**src/hw/rtl/mcsw_pkg.sv**
```systemverilog
`default_nettype none

package mcsw_pkg;

  // channel set
  localparam int CHANNELS    = 16;
  localparam int CH_W        = (CHANNELS > 1) ? $clog2(CHANNELS) : 1;
  localparam int MAX_RESULTS = 16;
  localparam int CNT_W       = $clog2(MAX_RESULTS + 1);

  // command queue between front and back
  localparam int QUEUE_DEPTH = 2;
  localparam int QPTR_W      = (QUEUE_DEPTH > 1) ? $clog2(QUEUE_DEPTH) : 1;
  localparam int QCNT_W      = $clog2(QUEUE_DEPTH + 1);

  // register reset values
  localparam logic [15:0] MULT_RESET = 16'd5000;
  localparam logic [31:0] ABS_RESET  = 32'hFFFF_FFFF;

  // command modes
  localparam logic [1:0] MODE_START = 2'd0;
  localparam logic [1:0] MODE_END   = 2'd1;
  localparam logic [1:0] MODE_SCAN  = 2'd2;

  // register indexes
  localparam int          CFG_IDX_W = 1;
  localparam logic [0:0]  REG_MULT  = 1'b0;
  localparam logic [0:0]  REG_ABS   = 1'b1;
  localparam int          CFG_W     = 32;

  typedef struct packed {
    logic [1:0]  mode;
    logic [3:0]  channel;
    logic [7:0]  call_kind;
    logic [31:0] average_time_us;
    logic [47:0] now_us;
  } cmd_t;

  typedef struct packed {
    logic [3:0]  stuck_channel;
    logic [47:0] elapsed_us;
    logic [31:0] channel_average_us;
    logic [7:0]  stuck_kind;
    logic        newly_stuck;
    logic        last;
  } result_t;

  typedef struct packed {
    logic valid;
    cmd_t cmd;
  } queue_head_t;

endpackage

`default_nettype wire

```
**src/hw/rtl/mcsw_front.sv**
```systemverilog
`default_nettype none

module mcsw_front
  import mcsw_pkg::*;
(
  input  wire logic        clk,
  input  wire logic        rst,
  input  wire logic        start,
  input  wire cmd_t        cmd,
  output logic             busy,
  output queue_head_t      head,
  input  wire logic        pop
);

  cmd_t              mem [QUEUE_DEPTH];
  logic [QPTR_W-1:0] wr_ptr;
  logic [QPTR_W-1:0] rd_ptr;
  logic [QCNT_W-1:0] count;
  logic [QCNT_W-1:0] count_next;
  logic              keep;
  logic              push;

  // drop unused modes and out-of-range channels at the door
  always_comb begin
    case (cmd.mode)
      MODE_START, MODE_END: keep = (32'(cmd.channel) < CHANNELS);
      MODE_SCAN:            keep = 1'b1;
      default:              keep = 1'b0;
    endcase
  end

  assign busy = (count == QCNT_W'(QUEUE_DEPTH));
  assign push = start && !busy && keep;

  // queue storage
  always_ff @(posedge clk) begin
    if (push) begin
      mem[wr_ptr] <= cmd;
    end
  end

  // queue pointers and fill count
  always_comb begin
    count_next = count;
    if (push && !pop) begin
      count_next = count + 1'b1;
    end else if (pop && !push) begin
      count_next = count - 1'b1;
    end
  end

  always_ff @(posedge clk) begin
    if (rst) begin
      wr_ptr <= '0;
      rd_ptr <= '0;
      count  <= '0;
    end else begin
      if (push) begin
        wr_ptr <= wr_ptr + 1'b1;
      end
      if (pop) begin
        rd_ptr <= rd_ptr + 1'b1;
      end
      count <= count_next;
    end
  end

  assign head.valid = (count != '0);
  assign head.cmd   = mem[rd_ptr];

endmodule

`default_nettype wire

```
**src/hw/rtl/mcsw_back.sv**
```systemverilog
`default_nettype none

module mcsw_back
  import mcsw_pkg::*;
(
  input  wire logic                 clk,
  input  wire logic                 rst,
  input  wire queue_head_t          head,
  output logic                      pop,
  input  wire logic                 cfg_we,
  input  wire logic [CFG_IDX_W-1:0] cfg_index,
  input  wire logic [CFG_W-1:0]     cfg_data,
  output result_t                   res,
  output logic                      res_valid
);

  localparam logic [1:0] ST_IDLE  = 2'd0;
  localparam logic [1:0] ST_SCAN  = 2'd1;
  localparam logic [1:0] ST_WAIT  = 2'd2;
  localparam logic [1:0] ST_FLUSH = 2'd3;

  logic [1:0]  state;

  // configuration
  logic [15:0] mult;
  logic [31:0] thr;

  // per-channel state
  logic        chan_busy    [CHANNELS];
  logic [47:0] start_time   [CHANNELS];
  logic [31:0] average_time [CHANNELS];
  logic        stuck_mark   [CHANNELS];
  logic [7:0]  kind_tag     [CHANNELS];

  // scan sequencer
  logic [CH_W-1:0]  idx;
  logic [CNT_W-1:0] cnt;
  logic [47:0]      scan_now;

  // read stage
  logic             s1_valid;
  logic             s1_busy;
  logic [CH_W-1:0]  s1_ch;
  logic [47:0]      s1_elapsed;
  logic [47:0]      s1_prod;
  logic [31:0]      s1_avg;
  logic [7:0]       s1_kind;
  logic             s1_mark;

  // pending result, held until the next hit or the end of the scan
  result_t          pend;
  logic             pend_v;
  result_t          res_word;

  logic [47:0]      prod;
  logic             rel_hit;
  logic             abs_hit;
  logic             hit;
  logic             emit;
  logic             emit_last;
  logic [CH_W-1:0]  cmd_ch;

  assign pop    = (state == ST_IDLE) && head.valid;
  assign cmd_ch = CH_W'(head.cmd.channel);

  // configuration writes
  always_ff @(posedge clk) begin
    if (rst) begin
      mult <= MULT_RESET;
      thr  <= ABS_RESET;
    end else if (cfg_we) begin
      case (cfg_index)
        REG_MULT: mult <= cfg_data[15:0];
        REG_ABS:  thr  <= cfg_data[31:0];
        default:  ;
      endcase
    end
  end

  // stuck decision on the read stage
  assign rel_hit = (s1_avg != 32'd0) && (mult != 16'd0) && (s1_elapsed >= s1_prod);
  assign abs_hit = (s1_elapsed >= {16'd0, thr});
  assign hit     = s1_valid && s1_busy && (cnt < CNT_W'(MAX_RESULTS)) && (rel_hit || abs_hit);

  assign emit      = (hit && pend_v) || ((state == ST_FLUSH) && pend_v);
  assign emit_last = (state == ST_FLUSH);

  assign prod = {16'd0, average_time[idx]} * {32'd0, mult};

  // sequencer
  always_ff @(posedge clk) begin
    if (rst) begin
      state    <= ST_IDLE;
      s1_valid <= 1'b0;
      pend_v   <= 1'b0;
      idx      <= '0;
      cnt      <= '0;
    end else begin
      s1_valid <= (state == ST_SCAN);
      case (state)
        ST_IDLE: begin
          if (pop && (head.cmd.mode == MODE_SCAN)) begin
            state  <= ST_SCAN;
            idx    <= '0;
            cnt    <= '0;
            pend_v <= 1'b0;
          end
        end
        ST_SCAN: begin
          idx <= idx + 1'b1;
          if (idx == CH_W'(CHANNELS - 1)) begin
            state <= ST_WAIT;
          end
        end
        ST_WAIT: begin
          state <= ST_FLUSH;
        end
        ST_FLUSH: begin
          state  <= ST_IDLE;
          pend_v <= 1'b0;
        end
        default: begin
          state <= ST_IDLE;
        end
      endcase
      if (hit) begin
        cnt    <= cnt + 1'b1;
        pend_v <= 1'b1;
      end
    end
  end

  // scan time and read stage
  always_ff @(posedge clk) begin
    if (pop) begin
      scan_now <= head.cmd.now_us;
    end
    s1_busy    <= chan_busy[idx];
    s1_ch      <= idx;
    s1_elapsed <= scan_now - start_time[idx];
    s1_prod    <= prod;
    s1_avg     <= average_time[idx];
    s1_kind    <= kind_tag[idx];
    s1_mark    <= stuck_mark[idx];
  end

  // pending result
  always_ff @(posedge clk) begin
    if (hit) begin
      pend.stuck_channel      <= 4'(s1_ch);
      pend.elapsed_us         <= s1_elapsed;
      pend.channel_average_us <= s1_avg;
      pend.stuck_kind         <= s1_kind;
      pend.newly_stuck        <= !s1_mark;
      pend.last               <= 1'b0;
    end
  end

  // channel state with reset values
  always_ff @(posedge clk) begin
    if (rst) begin
      for (int i = 0; i < CHANNELS; i++) begin
        chan_busy[i]    <= 1'b0;
        average_time[i] <= 32'd0;
        stuck_mark[i]   <= 1'b0;
      end
    end else if (pop && (head.cmd.mode == MODE_START)) begin
      chan_busy[cmd_ch]  <= 1'b1;
      stuck_mark[cmd_ch] <= 1'b0;
    end else if (pop && (head.cmd.mode == MODE_END)) begin
      chan_busy[cmd_ch]    <= 1'b0;
      average_time[cmd_ch] <= head.cmd.average_time_us;
      stuck_mark[cmd_ch]   <= 1'b0;
    end else if (hit) begin
      stuck_mark[s1_ch] <= 1'b1;
    end
  end

  // start time and call kind, valid once the channel has started
  always_ff @(posedge clk) begin
    if (pop && (head.cmd.mode == MODE_START)) begin
      start_time[cmd_ch] <= head.cmd.now_us;
      kind_tag[cmd_ch]   <= head.cmd.call_kind;
    end
  end

  // registered result word
  always_ff @(posedge clk) begin
    if (rst) begin
      res_valid <= 1'b0;
    end else begin
      res_valid <= emit;
    end
  end

  // pending result with its end-of-scan mark
  always_comb begin
    res_word      = pend;
    res_word.last = emit_last;
  end

  always_ff @(posedge clk) begin
    if (emit) begin
      res <= res_word;
    end
  end

endmodule

`default_nettype wire

```
**src/hw/rtl/multi_channel_stall_watchdog.sv**
```systemverilog
// A start or end word is applied in the cycle after it is taken when the
// two-word queue is empty and the back end idle; a scan holds the back end through
// its scan, wait and flush states, one channel read per cycle, which sets the rate.
// Its results come one per cycle at most, the last one carrying the last mark and
// registered out from the flush state; the receiver cannot stall.
// Reset clears the queue, busy flags, averages, stuck marks and sets the registers to defaults.
`default_nettype none

module multi_channel_stall_watchdog
  import mcsw_pkg::*;
(
  input  wire logic                 clk,
  input  wire logic                 rst,
  input  wire logic                 start,
  input  wire cmd_t                 cmd,
  output logic                      busy,
  input  wire logic                 cfg_we,
  input  wire logic [CFG_IDX_W-1:0] cfg_index,
  input  wire logic [CFG_W-1:0]     cfg_data,
  output result_t                   res,
  output logic                      res_valid
);

  queue_head_t head;
  logic        pop;

  // accept and classify words
  mcsw_front u_front (
    .clk   (clk),
    .rst   (rst),
    .start (start),
    .cmd   (cmd),
    .busy  (busy),
    .head  (head),
    .pop   (pop)
  );

  // channel state and scan engine
  mcsw_back u_back (
    .clk       (clk),
    .rst       (rst),
    .head      (head),
    .pop       (pop),
    .cfg_we    (cfg_we),
    .cfg_index (cfg_index),
    .cfg_data  (cfg_data),
    .res       (res),
    .res_valid (res_valid)
  );

endmodule

`default_nettype wire

```
**config.mk**
```make
export PLATFORM = sky130hd
export DESIGN_NAME = multi_channel_stall_watchdog
export DESIGN_NICKNAME = d
export VERILOG_FILES = /design/src/hw/rtl/mcsw_pkg.sv /design/src/hw/rtl/mcsw_front.sv /design/src/hw/rtl/mcsw_back.sv /design/src/hw/rtl/multi_channel_stall_watchdog.sv
export SDC_FILE = /design/constraint.sdc
export NUM_CORES = 2
export LEC_CHECK = 0
export ABC_AREA = 1
export BUFFER_PORTS_ARGS = -buffer_cell sky130_fd_sc_hd__buf_2
export CORE_AREA = 2 2 409 411
export DETAILED_ROUTE_END_ITERATION = 8
export DIE_AREA = 0 0 411 413
export GPL_ROUTABILITY_DRIVEN = 0
export PLACE_DENSITY = 0.78
export SYNTH_ARGS = -nofsm -noshare
export SYNTH_HDL_FRONTEND = slang
export SYNTH_SLANG_ARGS = --single-unit
```
**constraint.sdc**
```tcl
create_clock -name clk -period 12 [get_ports clk]
set_input_delay 3 -clock clk [delete_from_list [all_inputs] [get_ports clk]]
set_output_delay 3 -clock clk [all_outputs]
set_load 0.02 [all_outputs]
```
## Word level (Yosys, flattened, before mapping)

Memories as Yosys holds them, arrays and structs flattened. A register that Yosys moved wholly into a read port is not among the register bits.
Cells that the tools add are included.
W data, S select, Z words.

| cells by class | value |
|---|---|
| add/sub/neg operators | 7 |
| $mul | 1 |
| $lt $le $gt $ge | 3 |
| eq/ne operators | 12 |
| multiplexer cells | 51 |
| bitwise operators | 3 |
| reductions and logical operators | 43 |

Operators by type and width:

| operator | count |
|---|---|
| $ge A48 B32 Y1 | 1 |
| $ge A48 B48 Y1 | 1 |
| $mul A32 B16 Y48 | 1 |
| $sub A48 B48 Y48 | 1 |
| $mux W4 | 9 |
| $mux W32 | 1 |
| $reduce_bool A32 Y1 | 1 |
| $reduce_or A32 Y1 | 1 |
| $mux W1 | 31 |
| $reduce_bool A16 Y1 | 1 |
| $logic_and A1 B1 Y1 | 15 |
| $mux W5 | 3 |
| $reduce_and A2 Y1 | 6 |
| $eq A2 B2 Y1 const B | 5 |
| $reduce_bool A2 Y1 | 5 |
| $mux W2 | 4 |
| $pmux W2 S4 | 1 |
| $pmux W4 S2 | 1 |
| $eq A2 B1 Y1 const B | 3 |
| $logic_not A2 Y1 | 3 |
| $add A5 B1 Y5 const B | 1 |
| $lt A5 B5 Y1 const B | 1 |
| $add A4 B1 Y4 const B | 1 |
| $eq A4 B4 Y1 const B | 1 |
| 13 further kinds | 22 |

| storage, ports and cells | value |
|---|---|
| register bits | 433 |
| memory bits (writable) | 1628 |
| input bits | 131 |
| output and inout bits | 96 |
| word-level logic and storage cells | 153 |
| memories kept | 6 |

Memories:

| name | depth | width | rd ports | clocked after Yosys merged registers in | wr ports | line | RTL |
|---|---|---|---|---|---|---|---|
| u_back.start_time | 16 | 48 | 1 | 1 | 1 | mcsw_back.sv:30 | `logic [47:0] start_time [CHANNELS];` |
| u_back.average_time | 16 | 32 | 1 | 1 | 16 | mcsw_back.sv:31 | `logic [31:0] average_time [CHANNELS];` |
| u_front.mem | 2 | 94 | 1 | 1 | 1 | mcsw_front.sv:15 | `cmd_t mem [QUEUE_DEPTH];` |
| u_back.kind_tag | 16 | 8 | 1 | 1 | 1 | mcsw_back.sv:33 | `logic [7:0] kind_tag [CHANNELS];` |
| u_back.chan_busy | 16 | 1 | 1 | 1 | 16 | mcsw_back.sv:29 | `logic chan_busy [CHANNELS];` |
| u_back.stuck_mark | 16 | 1 | 1 | 1 | 16 | mcsw_back.sv:32 | `logic stuck_mark [CHANNELS];` |

## Logic depth before layout (Yosys ltp)

| logic depth | value |
|---|---|
| word-level depth | 12 |
| mapped depth | 36 |
| depth with buffers taken out | 32 |

## Modules after synthesis

Synthesis repeated with hierarchy kept, for this count alone.

| unflattened totals | value |
|---|---|
| cells, all modules | 8565 |
| area total of the unflattened synthesis | 100933.1 µm² |

Modules (own cells, without submodules):

| module | times used | cells each | area an instance (µm²) | seq. area each (µm²) |
|---|---|---|---|---|
| mcsw_back | 1 | 8236 | 93897.6 | 54462.2 |
| mcsw_front | 1 | 329 | 7035.5 | 5745.5 |

## Worst setup path before layout

OpenSTA, ideal clock, no wires.

| path | value |
|---|---|
| kind | in2reg |
| start point | in cmd[92] (netlist name) |
| end point | mem u_front.mem[1][0] (netlist name), enable pin |
| library setup time | 0.549 ns |
| arrival | 7.246 ns |
| data required time | 11.451 ns |
| slack | 4.205 ns |
| stages | 5 |
| buffers on the path | 0 |
| cells stage by stage | nand2_1 nand2_1 nor2_1 inv_1 nor2_1 |

| between the ends | value |
|---|---|
| cells in the longest elaborated chain, start to end | 6 |
| elaborated cells between the ends (all ways) | 8 |
| those cells by class | 2 x eq/ne; 3 x mux; 3 x reduce/logical |

RTL lines:

| what | line | RTL |
|---|---|---|
| start: declaration | multi_channel_stall_watchdog.sv:15 | `input wire cmd_t cmd,` |
| $eq A2 B1 Y1 (tied with other cells) | mcsw_front.sv:25 | `case (cmd.mode)` |
| $reduce_or A3 Y1 (no source line) (*) | - |  |
| $mux W1 (*) | mcsw_front.sv:25 |  |
| $logic_and A1 B1 Y1 (*) | mcsw_front.sv:33 | `assign push = start && !busy && keep;` |
| via u_front.push | mcsw_front.sv:21 | `logic push;` |
| $mux W1 (*) | mcsw_front.sv:37 | `if (push) begin` |
| $mux W1 (implied by the code) (*) | mcsw_front.sv:38 | `mem[wr_ptr] <= cmd;` |
| end: declaration | mcsw_front.sv:15 |  |

Mark *: on every way through the listed nets, which the timed path passes. The rest lies on a longest branch.

==> metrics.md <==
| Metric | Value |
|---|---|
| Antenna violations before repair | `12` |
| Met2 GRT Util | `0.499` |
| Slew @ Worst Pin | `1290 ps` |
| CTS tree | `yes` |
| Total clock sinks | `a little over 2000` |
| Mux contribution to synthesized area | `0.0430` |
| Via density | `6.19` |
| Post-Syn Nets | `just over 9000` |
| CTS max path bufs | `3` |
| Number of synthesized flops with an enable pin | `1863` |
| Die height | `413 um` |
| Mapped cell area | `100000 um2` |
| Seq/Total Area, Yosys | `0.599` |
| P&R area growth vs syn | `9.72%` |
| FFs w/ async S/R, synth | `0` |
| Worst Hold Margin | `a little over 400 ps` |
| Maxcap violations | `0` |
| Final Critical Period | `9430 ps` |
| Final hold viol count | `0` |
| Crit path max fanout | `59` |
| I/O Buffers | `226` |
| Post-Synthesis Cells | `8492` |
| Crit. End Element | `flip-flop` |
| Number of DRC markers in iteration 0 | `9929` |
| Router iterations before antenna repair | `6` |
| Fill cells | `11730` |
| Final Max Slew Viols | `0` |
| Row Count | `150` |
| Resized Gates After CTS | `0` |
| Total core area | `166000 um2` |
| Routed vias | `67993` |
| Gr ovfl total | `0` |
| Rel. slew slack | `0.114` |
| Adder-Cell Fraction of Synth Area | `0.115` |
| CTS Root Cell | `clkbuf_16` |
| Proportion of netlist area held by the largest area contributor | `0.557` |
| Wire per inst | `25.0 um` |
| Worst-Skew Late Latency | `a little under 900 ps` |
| Count of cell types in the netlist | `54` |
| CP max stage delay | `approximately 1200 ps` |
| First-pass GRT wire length | `408 mm` |
| Register area | `60200 um2` |
| Met1 GRT Util | `0.437` |
| Dominant cells by area after synthesis | `edfxtp_1, fa_1, dfxtp_1` |
| Average cell area after synthesis | `11.8 um2` |
| TritonCTS Buffers | `between 150 and 200` |
| Synthesized flop and latch total | `2076` |
| RSZ-0062 raised after global routing | `no` |
| Setup TNS | `0 ps` |
| Fmax | `106 MHz` |
| # hold bufs at CTS | `0` |
| Status | `complete, no violations` |
| Synth top cells by count | `edfxtp_1, inv_1, nor2_1` |
| Nets | `9399` |
| Tcrit/Tclk final | `0.786` |
| Largest family of logic cells by synthesized area | `adder cells` |
| Met3 usage | `0.0707` |
| Vias in the first global route | `67863` |
| Worst-path clk slew | `60 ps` |
| Compound-Gate Fraction of Synth Area | `0.0895` |
| I/O pin cnt | `between 200 and 250` |
| Worst hold path class | `reg2reg` |
| Die W | `411 um` |
| Busiest metal layer after global routing | `met2` |
| Detailed Place HPWL | `170 mm` |
| Setup violations, final | `0` |
| Initial Util | `0.606` |
| CP bufs+invs | `6` |
| Req. time, crit path | `12700 ps` |
| Die ar. | `170000 um2` |
| Simple-Gate Fraction of Synth Area | `0.0826` |
| CTS HTree Levels | `4` |
| CP Launch Type | `flip-flop` |
| WS Path Type | `reg2reg` |
| Area of the multi-input gates | `about 34000 um2` |
| Most frequent cell after synthesis | `edfxtp_1` |
| Slowest-stage cell, CP | `clkinv_2` |
| Area leader, netlist | `edfxtp_1` |
| Main flop type after synthesis | `edfxtp_1` |
| Layout cells sized above 1 | `0.0898` |
| Routed wire length | `274 mm` |
| Post-route ant nets | `0` |
| Drc violations | `0` |
| XOR/XNOR Fraction of Synth Area | `0.00828` |
| Maximum number of pins on one net before global-route repair | `204` |
| Postcts setup bufs | `0` |
| Min-Delay Startpoint | `u_back.s1_kind[2]$_DFF_P_` |
| Critical path arrival | `10130 ps` |
| GR Util All Layers | `0.322` |
| Synth warn | `0` |
| Clock Skews | `48.8 ps` |
| Critical path's top delay family | `adder cells` |
==> kinds of logic after synthesis <==
logic type	Yosys count
XOR/XNOR	95
adder cells (fa/ha/maj)	674
buffers and inverters	1598
AO/OA/AOI/OAI	1546
multiplexers	425
AND/OR/NAND/NOR	2078
flip-flops	2076
==> layer usage <==
layer  share of wire  vias up
li1                -    29293
met1            0.37    33107
met2            0.46     4676
met3            0.12      901
met4           0.051       16
met5         0.00038        -
==> per-stage QoR <==
step / cell area, um2 / setup slack (ps) / std cells / util
after global routing: 110000 / 2350 / 10972 / 0.664
after global placement: 104000 / 2950 / 10597 / 0.625
after floorplan: 100000 / 4200 / 8492 / -
after detailed placement: 104000 / 2940 / 10597 / 0.625
final: 110000 / 2570 / 10979 / 0.665
after CTS: 110000 / 2890 / 10972 / 0.664
==> state kept, by name, summed over array words and instances, names as in the netlist, 93 cells and up, named ones only <==
| signal | count |
|---|---|
| u_back.res | 94 |
| u_back.kind_tag | 128 |
| u_back.pend | 93 |
| u_back.average_time | 512 |
| u_front.mem | 188 |
| u_back.start_time | 768 |
==> cell usage in the layout (no fill, tap or decap), types with 67 or more instances in the layout <==
cell type,netlist,routed
edfxtp_1,1863,1863
inv_1,1132,1128
nor2_1,1034,1016
nand2_1,794,787
o21ai_0,547,547
a21oi_1,494,494
fa_1,419,419
mux2i_1,369,368
o211ai_1,366,366
ha_1,255,255
buf_2,114,226
dfxtp_1,213,206
clkbuf_16,0,201
nand3_1,137,135
buf_4,30,121
xor2_1,67,67
==> worst paths after layout <==
check | endpoint | slack, ps | cells past startpoint
worst max-delay path | u_back.s1_prod[31]$_DFF_P_ | 2570 | 26
worst min register to register | u_back.pend[4]$_DFFE_PP_ | 410 | 0
worst min-delay path | u_back.pend[4]$_DFFE_PP_ | 410 | 0
worst max register to register | u_back.s1_prod[31]$_DFF_P_ | 2570 | 26
==> final cells by class <==
| type | instances | area share |
|---|---|---|
| antenna | 7 | 0.000159 |
| clock buffer | 249 | 0.0481 |
| clock inverter | 126 | 0.0119 |
| inverter | 1148 | 0.0392 |
| multi-input combinational | 4818 | 0.310 |
| sequential | 2076 | 0.546 |
| tap | 2204 | 0.0250 |
| timing repair buffer | 351 | 0.0192 |
Power is left out: the tool's default activity adds up to more than one toggle a clock period on the data nets, which glitch-free logic cannot reach.
